### src/rtl/rfp_pkg.sv
`timescale 1ns / 1ps
// ----------------------------------------------------------------------------
// rfp_pkg
// Shared types for the ring FIFO with peek: operation codes and the
// command and status bundles between controller and datapath.
// ----------------------------------------------------------------------------
package rfp_pkg;

   typedef enum logic [1:0] {
      FUNC_PUSH     = 2'd0,
      FUNC_POP      = 2'd1,
      FUNC_POP_MANY = 2'd2,
      FUNC_PEEK     = 2'd3
   } func_type;

   typedef struct packed {
      logic latch_req;
      logic issue_rd;
      logic emit_exec;
      logic emit_rd;
   } ctl_cmd_type;

   typedef struct packed {
      logic need_read;
      logic last_beat;
      logic out_free;
   } dp_sts_type;

endpackage

### src/rtl/rfp_ctrl.sv
`timescale 1ns / 1ps
// ----------------------------------------------------------------------------
// rfp_ctrl
// Sequencer: takes a request and executes it; a request that reads then
// streams read beats out of the slot memory until the run ends.
// ----------------------------------------------------------------------------
module rfp_ctrl
   import rfp_pkg::*;
(
   input  logic        clock,
   input  logic        reset,
   input  logic        req_valid,
   output logic        req_ready,
   input  dp_sts_type  sts,
   output ctl_cmd_type cmd
);

   typedef enum logic [2:0] {
      ST_IDLE = 3'b001,
      ST_EXEC = 3'b010,
      ST_READ = 3'b100
   } state_type;

   state_type state_ff;
   state_type state_in;

   always_comb begin
      state_in  = state_ff;
      cmd       = '0;
      req_ready = 1'b0;
      unique case (state_ff)
         ST_IDLE: begin
            req_ready = 1'b1;
            if (req_valid) begin
               cmd.latch_req = 1'b1;
               state_in      = ST_EXEC;
            end
         end
         ST_EXEC: begin
            if (sts.need_read) begin
               cmd.issue_rd = 1'b1;
               state_in     = ST_READ;
            end else if (sts.out_free) begin
               cmd.emit_exec = 1'b1;
               state_in      = ST_IDLE;
            end
         end
         ST_READ: begin
            if (sts.out_free) begin
               cmd.emit_rd = 1'b1;
               if (sts.last_beat) begin
                  state_in = ST_IDLE;
               end
            end
         end
         default: begin
            state_in = ST_IDLE;
         end
      endcase
   end

   always_ff @(posedge clock) begin
      if (reset) begin
         state_ff <= ST_IDLE;
      end else begin
         state_ff <= state_in;
      end
   end

endmodule

### src/rtl/rfp_datapath.sv
`timescale 1ns / 1ps
// ----------------------------------------------------------------------------
// rfp_datapath
// Slot memory, head and tail pointers, size register, request latch
// and the result register.
// ----------------------------------------------------------------------------
module rfp_datapath
   import rfp_pkg::*;
#(
   parameter int DEPTH         = 64,
   parameter int ELEMENT_WIDTH = 32
) (
   input  logic        clock,
   input  logic        reset,
   input  logic        csr_write,
   input  logic [2:0]  csr_size_log2,
   input  logic [1:0]  req_func,
   input  logic [31:0] req_push_word,
   input  logic [5:0]  req_pop_count,
   input  logic [5:0]  req_peek_offset,
   output logic        rsp_valid,
   input  logic        rsp_ready,
   output logic        rsp_ok,
   output logic [31:0] rsp_read_word,
   output logic        rsp_last,
   output logic [5:0]  rsp_fill_level,
   input  ctl_cmd_type cmd,
   output dp_sts_type  sts
);

   localparam int LG_FLOOR = $clog2(DEPTH + 1) - 1;
   localparam int LG_MAX   = (LG_FLOOR > 7) ? 7 : LG_FLOOR;
   localparam int IW       = LG_MAX;
   localparam int ENTRIES  = 1 << IW;
   localparam int EW       = ELEMENT_WIDTH;

   logic [EW-1:0] mem [ENTRIES];

   logic [2:0]    size_lg_ff;
   logic [IW-1:0] head_ff;
   logic [IW-1:0] head_in;
   logic [IW-1:0] tail_ff;
   logic [IW-1:0] tail_in;
   func_type      func_ff;
   logic [31:0]   word_ff;
   logic [5:0]    count_ff;
   logic [5:0]    offset_ff;
   logic [5:0]    remain_ff;
   logic [5:0]    remain_in;
   logic [EW-1:0] rd_ff;

   logic          rsp_valid_ff;
   logic          rsp_ok_ff;
   logic          rsp_ok_in;
   logic [31:0]   rsp_word_ff;
   logic [31:0]   rsp_word_in;
   logic          rsp_last_ff;
   logic          rsp_last_in;
   logic [5:0]    rsp_fill_ff;
   logic [5:0]    rsp_fill_in;

   logic [2:0]    eff_lg;
   logic [7:0]    mask_full;
   logic [IW-1:0] mask;
   logic [IW-1:0] used;
   logic [IW-1:0] tail_next;
   logic [IW-1:0] head_next;
   logic [IW-1:0] peek_addr;
   logic [IW-1:0] rd_addr;
   logic          full;
   logic [6:0]    used7;
   logic [6:0]    count7;
   logic [6:0]    offset7;
   logic [6:0]    n7;
   logic          need_read;
   logic          last_beat;
   logic          out_free;
   logic          rd_en;
   logic          wr_en;
   logic [63:0]   push_ext;
   logic [63:0]   rd_ext;

   // effective ring size, clamped into range
   always_comb begin
      if (size_lg_ff == 3'd0) begin
         eff_lg = 3'd1;
      end else if (size_lg_ff > 3'(LG_MAX)) begin
         eff_lg = 3'(LG_MAX);
      end else begin
         eff_lg = size_lg_ff;
      end
   end

   assign mask_full = (8'd1 << eff_lg) - 8'd1;
   assign mask      = mask_full[IW-1:0];
   assign used      = (tail_ff - head_ff) & mask;
   assign tail_next = (tail_ff + IW'(1)) & mask;
   assign head_next = (head_ff + IW'(1)) & mask;
   assign peek_addr = (head_ff + IW'(offset_ff)) & mask;
   assign full      = (tail_next == head_ff);
   assign used7     = 7'(used);
   assign count7    = {1'b0, count_ff};
   assign offset7   = {1'b0, offset_ff};
   assign n7        = (count7 < used7) ? count7 : used7;

   always_comb begin
      case (func_ff)
         FUNC_POP:      need_read = (used7 != 7'd0);
         FUNC_POP_MANY: need_read = (n7 != 7'd0);
         FUNC_PEEK:     need_read = (offset7 < used7);
         default:       need_read = 1'b0;
      endcase
   end

   assign last_beat = (remain_ff == 6'd1);
   assign out_free  = !rsp_valid_ff || rsp_ready;

   assign sts.need_read = need_read;
   assign sts.last_beat = last_beat;
   assign sts.out_free  = out_free;

   assign wr_en   = cmd.emit_exec && (func_ff == FUNC_PUSH) && !full;
   assign rd_en   = cmd.issue_rd || (cmd.emit_rd && !last_beat);
   assign rd_addr = cmd.emit_rd ? head_next :
                    ((func_ff == FUNC_PEEK) ? peek_addr : head_ff);

   assign push_ext = {32'd0, word_ff};

   always_comb begin
      rd_ext         = '0;
      rd_ext[EW-1:0] = rd_ff;
   end

   always_ff @(posedge clock) begin
      if (wr_en) begin
         mem[tail_ff] <= push_ext[EW-1:0];
      end
      if (rd_en) begin
         rd_ff <= mem[rd_addr];
      end
   end

   // pointer and result next state
   always_comb begin
      head_in     = head_ff;
      tail_in     = tail_ff;
      remain_in   = remain_ff;
      rsp_ok_in   = rsp_ok_ff;
      rsp_word_in = rsp_word_ff;
      rsp_last_in = rsp_last_ff;
      rsp_fill_in = rsp_fill_ff;
      if (cmd.issue_rd) begin
         remain_in = (func_ff == FUNC_POP_MANY) ? n7[5:0] : 6'd1;
      end
      if (cmd.emit_exec) begin
         rsp_word_in = 32'd0;
         rsp_last_in = 1'b1;
         rsp_ok_in   = 1'b0;
         rsp_fill_in = 6'(used);
         if (func_ff == FUNC_PUSH && !full) begin
            tail_in     = tail_next;
            rsp_ok_in   = 1'b1;
            rsp_fill_in = 6'((tail_next - head_ff) & mask);
         end
      end
      if (cmd.emit_rd) begin
         rsp_ok_in   = 1'b1;
         rsp_word_in = rd_ext[31:0];
         rsp_last_in = last_beat;
         remain_in   = remain_ff - 6'd1;
         if (func_ff == FUNC_PEEK) begin
            rsp_fill_in = 6'(used);
         end else begin
            head_in     = head_next;
            rsp_fill_in = 6'((tail_ff - head_next) & mask);
         end
      end
      if (csr_write) begin
         head_in = '0;
         tail_in = '0;
      end
   end

   always_ff @(posedge clock) begin
      if (reset) begin
         size_lg_ff   <= 3'd6;
         head_ff      <= '0;
         tail_ff      <= '0;
         rsp_valid_ff <= 1'b0;
      end else begin
         if (csr_write) begin
            size_lg_ff <= csr_size_log2;
         end
         head_ff <= head_in;
         tail_ff <= tail_in;
         if (cmd.emit_exec || cmd.emit_rd) begin
            rsp_valid_ff <= 1'b1;
         end else if (rsp_ready) begin
            rsp_valid_ff <= 1'b0;
         end
      end
   end

   always_ff @(posedge clock) begin
      if (cmd.latch_req) begin
         func_ff   <= func_type'(req_func);
         word_ff   <= req_push_word;
         count_ff  <= req_pop_count;
         offset_ff <= req_peek_offset;
      end
      remain_ff   <= remain_in;
      rsp_ok_ff   <= rsp_ok_in;
      rsp_word_ff <= rsp_word_in;
      rsp_last_ff <= rsp_last_in;
      rsp_fill_ff <= rsp_fill_in;
   end

   assign rsp_valid      = rsp_valid_ff;
   assign rsp_ok         = rsp_ok_ff;
   assign rsp_read_word  = rsp_word_ff;
   assign rsp_last       = rsp_last_ff;
   assign rsp_fill_level = rsp_fill_ff;

endmodule

### src/rtl/ring_fifo_with_peek_unit.sv
`timescale 1ns / 1ps
// ----------------------------------------------------------------------------
// ring_fifo_with_peek_unit
// Circular FIFO with push, pop, pop-many and peek-at-offset requests.
// ----------------------------------------------------------------------------
// A ring of 2^size_log2 slots (clamped to 1..floor(log2 DEPTH), at most 7)
// holding up to size-1 words. Each request gives one response beat, except a
// successful pop-many, which gives one beat per word with rsp_last on the
// final one. A push or any failing request is answered from the execute step;
// a pop, peek or pop-many first reads the slot memory through its registered
// read port, then gives one beat per cycle while the response register is
// free. A new request is taken once the previous one has handed off its last
// beat to the response register. Writing csr_size_log2 empties the FIFO;
// write it only while no request is in flight.
module ring_fifo_with_peek_unit
   import rfp_pkg::*;
#(
   parameter int DEPTH         = 64,
   parameter int ELEMENT_WIDTH = 32
) (
   input  logic        clock,
   input  logic        reset,
   input  logic        csr_valid,
   output logic        csr_ready,
   input  logic [2:0]  csr_size_log2,
   input  logic        req_valid,
   output logic        req_ready,
   input  logic [1:0]  req_func,
   input  logic [31:0] req_push_word,
   input  logic [5:0]  req_pop_count,
   input  logic [5:0]  req_peek_offset,
   output logic        rsp_valid,
   input  logic        rsp_ready,
   output logic        rsp_ok,
   output logic [31:0] rsp_read_word,
   output logic        rsp_last,
   output logic [5:0]  rsp_fill_level
);

   ctl_cmd_type cmd;
   dp_sts_type  sts;

   assign csr_ready = 1'b1;

   rfp_ctrl u_ctrl (
      .clock     (clock),
      .reset     (reset),
      .req_valid (req_valid),
      .req_ready (req_ready),
      .sts       (sts),
      .cmd       (cmd)
   );

   rfp_datapath #(
      .DEPTH         (DEPTH),
      .ELEMENT_WIDTH (ELEMENT_WIDTH)
   ) u_datapath (
      .clock           (clock),
      .reset           (reset),
      .csr_write       (csr_valid && csr_ready),
      .csr_size_log2   (csr_size_log2),
      .req_func        (req_func),
      .req_push_word   (req_push_word),
      .req_pop_count   (req_pop_count),
      .req_peek_offset (req_peek_offset),
      .rsp_valid       (rsp_valid),
      .rsp_ready       (rsp_ready),
      .rsp_ok          (rsp_ok),
      .rsp_read_word   (rsp_read_word),
      .rsp_last        (rsp_last),
      .rsp_fill_level  (rsp_fill_level),
      .cmd             (cmd),
      .sts             (sts)
   );

endmodule
### config.mk
export PLATFORM = sky130hd
export DESIGN_NAME = ring_fifo_with_peek_unit
export DESIGN_NICKNAME = d
export VERILOG_FILES = /design/src/rtl/rfp_pkg.sv /design/src/rtl/rfp_ctrl.sv /design/src/rtl/rfp_datapath.sv /design/src/rtl/ring_fifo_with_peek_unit.sv
export SDC_FILE = /design/constraint.sdc
export NUM_CORES = 2
export LEC_CHECK = 0
export BUFFER_PORTS_ARGS = -buffer_cell sky130_fd_sc_hd__buf_2
export CAP_MARGIN = 30
export CORE_UTILIZATION = 59
export CTS_BUF_LIST = sky130_fd_sc_hd__clkbuf_4
export CTS_CLUSTER_DIAMETER = 50
export DETAILED_ROUTE_END_ITERATION = 10
export PLACE_DENSITY = 0.78
export RECOVER_POWER = 100
export SYNTH_ARGS = -nofsm -noshare
export SYNTH_HDL_FRONTEND = slang
export SYNTH_SLANG_ARGS = --single-unit
### constraint.sdc
create_clock -name clock -period 5.2 [get_ports clock]
set_input_delay 0.52 -clock clock [delete_from_list [all_inputs] [get_ports clock]]
set_output_delay 0.52 -clock clock [all_outputs]
set_load 0.01 [all_outputs]
Word level (Yosys, flattened, before mapping)
Memory sizes are Yosys's and may differ from the RTL's. A register that Yosys moved wholly into a read port is not among the register bits. Cells that the tools add are included.

Memories kept: 1. Logic and storage cells: 103. Memory bits (writable): 2048. Input bits: 54. Register bits: 111. Output and inout port bits: 43.

Equal/unequal tests: 12. Bitwise gates (word level): 7. Reduce and logical (&&, ||, !) cells: 21. Add/subtract/negate cells: 8. Magnitude comparators: 3. Shifts and indexed selects: 1. Muxes and demuxes: 36.

Memories: u_datapath.mem (words 64, bits a word 32, rd ports 1, clocked after Yosys merged registers in 1, wr ports 1, line rfp_datapath.sv:37) `logic [EW-1:0] mem [ENTRIES];`.

Operators by type and width (count): two-way mux 32 bit (2); two-way mux 6 bit (10); bitwise AND 6 bit (6); two-way mux 3 bit (7); subtractor 6 bit (3); two-way mux 1 bit (14); nonzero test 7 bit (2); adder 6 x 1 -> 6 bit, second input constant (2); < comparator 6 bit (2); subtractor 6 x 1 -> 6 bit, second input constant (2); case mux 3 bit (3 select lines) (1); adder 6 bit (1); equality test 6 x 1 -> 1 bit, second input constant (1); equality test 6 bit (1); nonzero test 2 bit (3); left shift 1 x 3 -> 6 bit, first input constant (1); equality test 2 bit, second input constant (2); logical AND 1 bit (4); != test 2 x 1 -> 1 bit, second input constant (2); AND reduction 2 bit (2); AND reduction 4 bit (1); equality test 3 x 1 -> 1 bit, second input constant (1); equality test 3 x 2 -> 1 bit, second input constant (1); equality test 3 bit, second input constant (1); 12 further kinds (16).

Longest topological paths before layout
Depth in word-level cells: 16. Gate-level depth with buffers: 15. Depth with buffers taken out: 14.

Cells and area by module
Synthesis repeated with hierarchy kept, for this count alone.

Cells, all modules: 6508. Area total of the unflattened synthesis: 88327.2 µm².

Modules (own cells, without submodules): rfp_datapath (sequential area each 65532.9 µm², times used 1, area each 88099.5 µm², cells an instance 6480); rfp_ctrl (sequential area each 60.1 µm², times used 1, area each 216.5 µm², cells an instance 26); ring_fifo_with_peek_unit (sequential area each 0.0 µm², times used 1, area each 11.3 µm², cells an instance 2).

Worst setup path before layout
Ideal clock, no wire load.

Path type: register -> register. From: reg u_datapath.head_ff[1]. To: reg u_datapath.rd_ff[0] (read register of u_datapath.mem), enable pin. Buffers on the path: 1. Setup time: 0.425 ns. Cell stages (with the launch flop): 16. Required time: 4.775 ns. Arrival: 4.808 ns. Path slack: -0.034 ns. Period minus slack after synthesis: 5.234 ns. Cells stage by stage: dfxtp_1 -> inv_1 -> ha_1 -> nor2b_1 -> o211a_1 -> a2111oi_0 -> inv_1 -> ha_1 -> nand2_1 -> o21ai_1 -> a31o_2 -> clkbuf_1 -> o41a_1 -> a32oi_1 -> and2_1 -> o21ai_1.

Longest elaborated chain between the ends: 9. Elaborated cells on any way between the ends: 17. Those cells by class: add/sub: 3; order compare: 2; mux: 6; bitwise: 3; reduce/logical: 3.

Ends and longest elaborated chain: from (decl) (line rfp_datapath.sv:40) `logic [IW-1:0] head_ff;`; from (signal assigned) (line rfp_datapath.sv:194) `head_ff <= head_in;`; subtractor 6 bit (*) (line rfp_datapath.sv:96) `assign used = (tail_ff - head_ff) & mask;`; bitwise AND 6 bit (*) (line rfp_datapath.sv:96); < comparator 6 bit (line rfp_datapath.sv:104) `assign n7 = (count7 < used7) ? count7 : used7;`; two-way mux 6 bit (line rfp_datapath.sv:104); nonzero test 7 bit (line rfp_datapath.sv:109) `FUNC_POP_MANY: need_read = (n7 != 7'd0);`; case mux 1 bit (3 select lines) (*) (line rfp_datapath.sv:107) `case (func_ff)`; two-way mux 1 bit (*) (line rfp_ctrl.sv:40) `if (sts.need_read) begin`; two-way mux 2 bit (*) (line rfp_ctrl.sv:31) `unique case (state_ff)`; logical OR 1 bit (*) (line rfp_datapath.sv:123) `assign rd_en = cmd.issue_rd || (cmd.emit_rd && !last_beat);`; net u_datapath.rd_en (line rfp_datapath.sv:78) `logic rd_en;`; to (decl) (line rfp_datapath.sv:50) `logic [EW-1:0] rd_ff;`.

Mark *: on every way through the listed nets, which the timed path passes. The rest lies on a longest branch. A chain may end at the register's enable or synchronous reset.

Worst setup path in the final report
From: reg u_ctrl.state_ff[0]. To: reg u_datapath.rd_ff[27] (read register of u_datapath.mem) (data pin).

Longest elaborated chain between the ends: 4. Elaborated cells on any way between the ends: 7. Those cells by class: eq/ne: 2; mux: 3; reduce/logical: 2.

Ends and longest elaborated chain: from (decl) (line rfp_ctrl.sv:24) `state_type state_ff;`; from (signal assigned) (line rfp_ctrl.sv:66) `state_ff <= state_in;`; equality test 3 bit (line rfp_ctrl.sv:31); two-way mux 1 bit (line rfp_ctrl.sv:31); logical AND 1 bit (line rfp_datapath.sv:123); logical OR 1 bit (line rfp_datapath.sv:123).

Parallel ways exist; a longest one is shown, timed or not.

==> reports/qor.csv <==
stage,metric,value,unit
grt,antenna_found_initial,9,
setup_path,ff2ff_path_depth,9,
drt,final_antenna_net_count,0,
grt,grtUsageTotal,28.9,%
die,core,0.144,mm²
drt,vias_per_cell,6.45,
pwr,power_density,363,mW/mm²
grt,grt_max_degree,76,
logic_synthesis,synth-seq-area-share,76.1,%
worst_hold_path,hp-class,in -> reg,
cts,cts_root_buffer,clkbuf_4,
timing,finalSetupViolCount,0,
placement,place_ws,0.832,ns
logic_synthesis,synth_edf_count,2171,
placement,gp_congestion,0.933,
cts,cts_buffers,541,
drt,vias,44200,
timing,hold_viol_final,0,
timing,setup-tns-final,0,ns
grt,grt-ovfl-total,0,
setup_path,critPathRequiredTime,6.18,ns
cts,cts_max_level,6,
logic_synthesis,syn_area,0.0862,mm²
run_status,status,"complete, but fails checks",
drt,drc_errors,0,
setup_path,crit_arrival,6.02,ns
cells_and_area,layout-drive-gt1-share,31.6,%
cts,cts_sinks,2191,
placement,hpwl,112000,µm
pwr,ir_drop,164,µV
grt,grt_pass1_vias,45300,
timing,hold_ws,0.317,ns
die,dieArea,0.148,mm²
setup_path,r2r-start,u_ctrl.state_ff[0],
logic_synthesis,async_reset_ff_share,0,%
cells_and_area,final_nets,4692,
logic_synthesis,syn_inst,3854,
cells_and_area,area_growth_syn_to_layout,13.1,%
cts,clk_pin_slew,0.06,ns
timing,worst_pin_slew,3.62,ns
worst_hold_path,hold_end,u_datapath.head_ff[2],
die,initial_core_util,59.8,%
die,pin_count,97,
setup_path,cp-start-kind,flip-flop,
timing,max-slew-margin-rel,-141,%
placement,port_buffers,95,
timing,fmax,0.198,GHz
timing,min_period_over_period,97.1,%
timing,timing.final.ws_setup,0.151,ns
setup_path,cp_max_fo,65,
logic_synthesis,synth_top_flop_cell,edfxtp_1,
worst_hold_path,hp-start,reset,
worst_hold_path,whs_path_depth,4,
logic_synthesis,ys_ff_latch,2191,
cts,clk_latency,1.36,ns
setup_path,criticalPathCategory,reg -> reg,
timing,post-route-min-period,5.05,ns
pwr,leakagePower,33.9,nW
drt,drt_iter0_drc,5528,
drt,wl_per_cell,30.8,µm
timing,final_max_slew_viol_count,2103,
cells_and_area,final_cell_mix,"edfxtp_1 (2171), clkbuf_4 (776), mux4_2 (508), mux2i_1 (479), dlygate4sd3_1 (109)",
setup_path,end_kind,flip-flop,
pwr,total_power,35.4,mW
cells_and_area,layout_commonest_cell,edfxtp_1,
die,rows,139,
cts,ctsLongestPathBuffers,4,
logic_synthesis,yosysWarnings,0,
grt,grt_pass1_wl,300000,µm
cells_and_area,nFillCells,8725,
drt,routed_wl,211000,µm
timing,final.setup_skew,0.144,ns
die,die_w,384,µm
cts,tritoncts,built,
die,die_y,384,µm
setup_path,reg2reg_setup_slack,0.15,ns
drt,dr.pass1.iters,8,
run_status,violations,"max-capacitance violations, max-slew violations",
setup_path,regToRegEndpoint,u_datapath.rd_ff[27],
timing,rsz0062_at_grt,false,
logic_synthesis,synthDistinctLibCells,75,
logic_synthesis,syn_avg_cell_area,22.4,µm²
cts,cts_resized,0,
run,drv_cap,35,
[Yosys cell counts, types with 13 or more instances]
| library cell | n | area share (%) |
|---|---|---|
| dfxtp_1 | 20 | 0.46 |
| mux2i_1 | 479 | 5.6 |
| nor2_1 | 98 | 0.43 |
| a21oi_1 | 26 | 0.15 |
| buf_2 | 85 | 0.49 |
| nand2_1 | 31 | 0.14 |
| buf_6 | 47 | 0.61 |
| inv_1 | 28 | 0.12 |
| buf_1 | 25 | 0.11 |
| clkbuf_1 | 28 | 0.12 |
| nand3_1 | 23 | 0.13 |
| xnor2_1 | 17 | 0.17 |
| nand2b_1 | 13 | 0.094 |
| mux4_2 | 508 | 13 |
| and3_1 | 35 | 0.25 |
| edfxtp_1 | 2171 | 76 |
| ha_1 | 35 | 0.51 |
[cell type report]
class                      instances  area (µm²)  area share, %
tap                             1903        2380           2.44
antenna                            2        5.00        0.00514
multi-input combinational       1439       19500           20.0
clock buffer                     754        5660           5.81
timing repair buffer             398        3340           3.43
clock inverter                   134         902          0.926
sequential                      2191       65600           67.3
inverter                          28         105          0.108
[state kept, by name, indices dropped and copies added (netlist names), 2 cells and up]
name                       flops
u_ctrl.state_ff                3
u_datapath.count_ff            6
u_datapath.func_ff             2
u_datapath.head_ff             6
u_datapath.mem              2048
u_datapath.offset_ff           6
u_datapath.rd_ff              32
u_datapath.remain_ff           6
u_datapath.rsp_fill_level      6
u_datapath.rsp_read_word      32
u_datapath.size_lg_ff          3
u_datapath.tail_ff             6
u_datapath.word_ff            32
[per-stage QoR]
stage,instance area (µm²),utilization (%),std cells
after global routing,97400,67.6,6849
after detailed placement,90700,62.9,5849
after global placement,90600,62.8,5844
after CTS,98400,68.2,6846
final,97400,67.6,6849
after floorplan,86200,-,3855
[how the worst max path moves through the flow]
| stage | from | endpoint | slack (ns) | depth (start not counted) |
|---|---|---|---|---|
| 3_3_place_gp | u_datapath.head_ff[1] | u_datapath.rd_ff[20] | 0.73 | 16 |
| 2_1_floorplan | u_datapath.head_ff[1] | u_datapath.rsp_fill_level[0] | 0.26 | 15 |
| 3_5_place_dp | rsp_ready | u_datapath.rd_ff[24] | 0.83 | 11 |
| 4_1_cts | u_datapath.size_lg_ff[2] | u_datapath.mem[7][9] | 0.74 | 15 |
| 5_1_grt | u_datapath.size_lg_ff[2] | u_datapath.mem[62][6] | 0.21 | 16 |
| 6_report | u_ctrl.state_ff[0] | u_datapath.rd_ff[27] | 0.15 | 9 |
[cell families after synthesis]
family	after synthesis	share of synthesized area, %
flops	2191	76.1
mux	991	18.9
simple gates	265	1.59
buf+inv	225	1.57
compound gates	114	0.934
fa+ha+maj	39	0.601
xor+xnor	28	0.285
other cells	1	0.00435
[critical path: stages, from the launching register on]
cell and delay (ns):
dfxtp_1 0.45, or3b_1 0.57, nor2_1 0.69, a22o_4 0.63
buf_6 0.82, buf_4 0.35, mux2i_1 0.25, mux2i_1 0.12
mux2i_1 0.51, mux2i_1 0.19
[timing repair]
action                                  in CTS  in global routing
buffers inserted                             0                  0
endpoints found under the hold margin      110                  0
hold buffers                               109                  0
endpoints found under the setup margin       0                  0
[metal layers]
| metal | vias up | GRT usage (%) | routed length, µm |
|---|---|---|---|
| met5 | - | 0 | 47 |
| met4 | 6 | 13.1 | 8820 |
| met3 | 474 | 6.21 | 23700 |
| met2 | 2938 | 44.8 | 101000 |
| met1 | 22800 | 39.8 | 77600 |
| li1 | 18000 | - | - |
[power breakdown]
part	total, mW	switching [mW]	internal (mW)
clock network	14.0	6.60	7.37
registers	19.6	0.0392	19.6
logic	1.76	1.13	0.627
total	35.4	7.77	27.6
No activity file was read; power rests on OpenSTA's default activity.
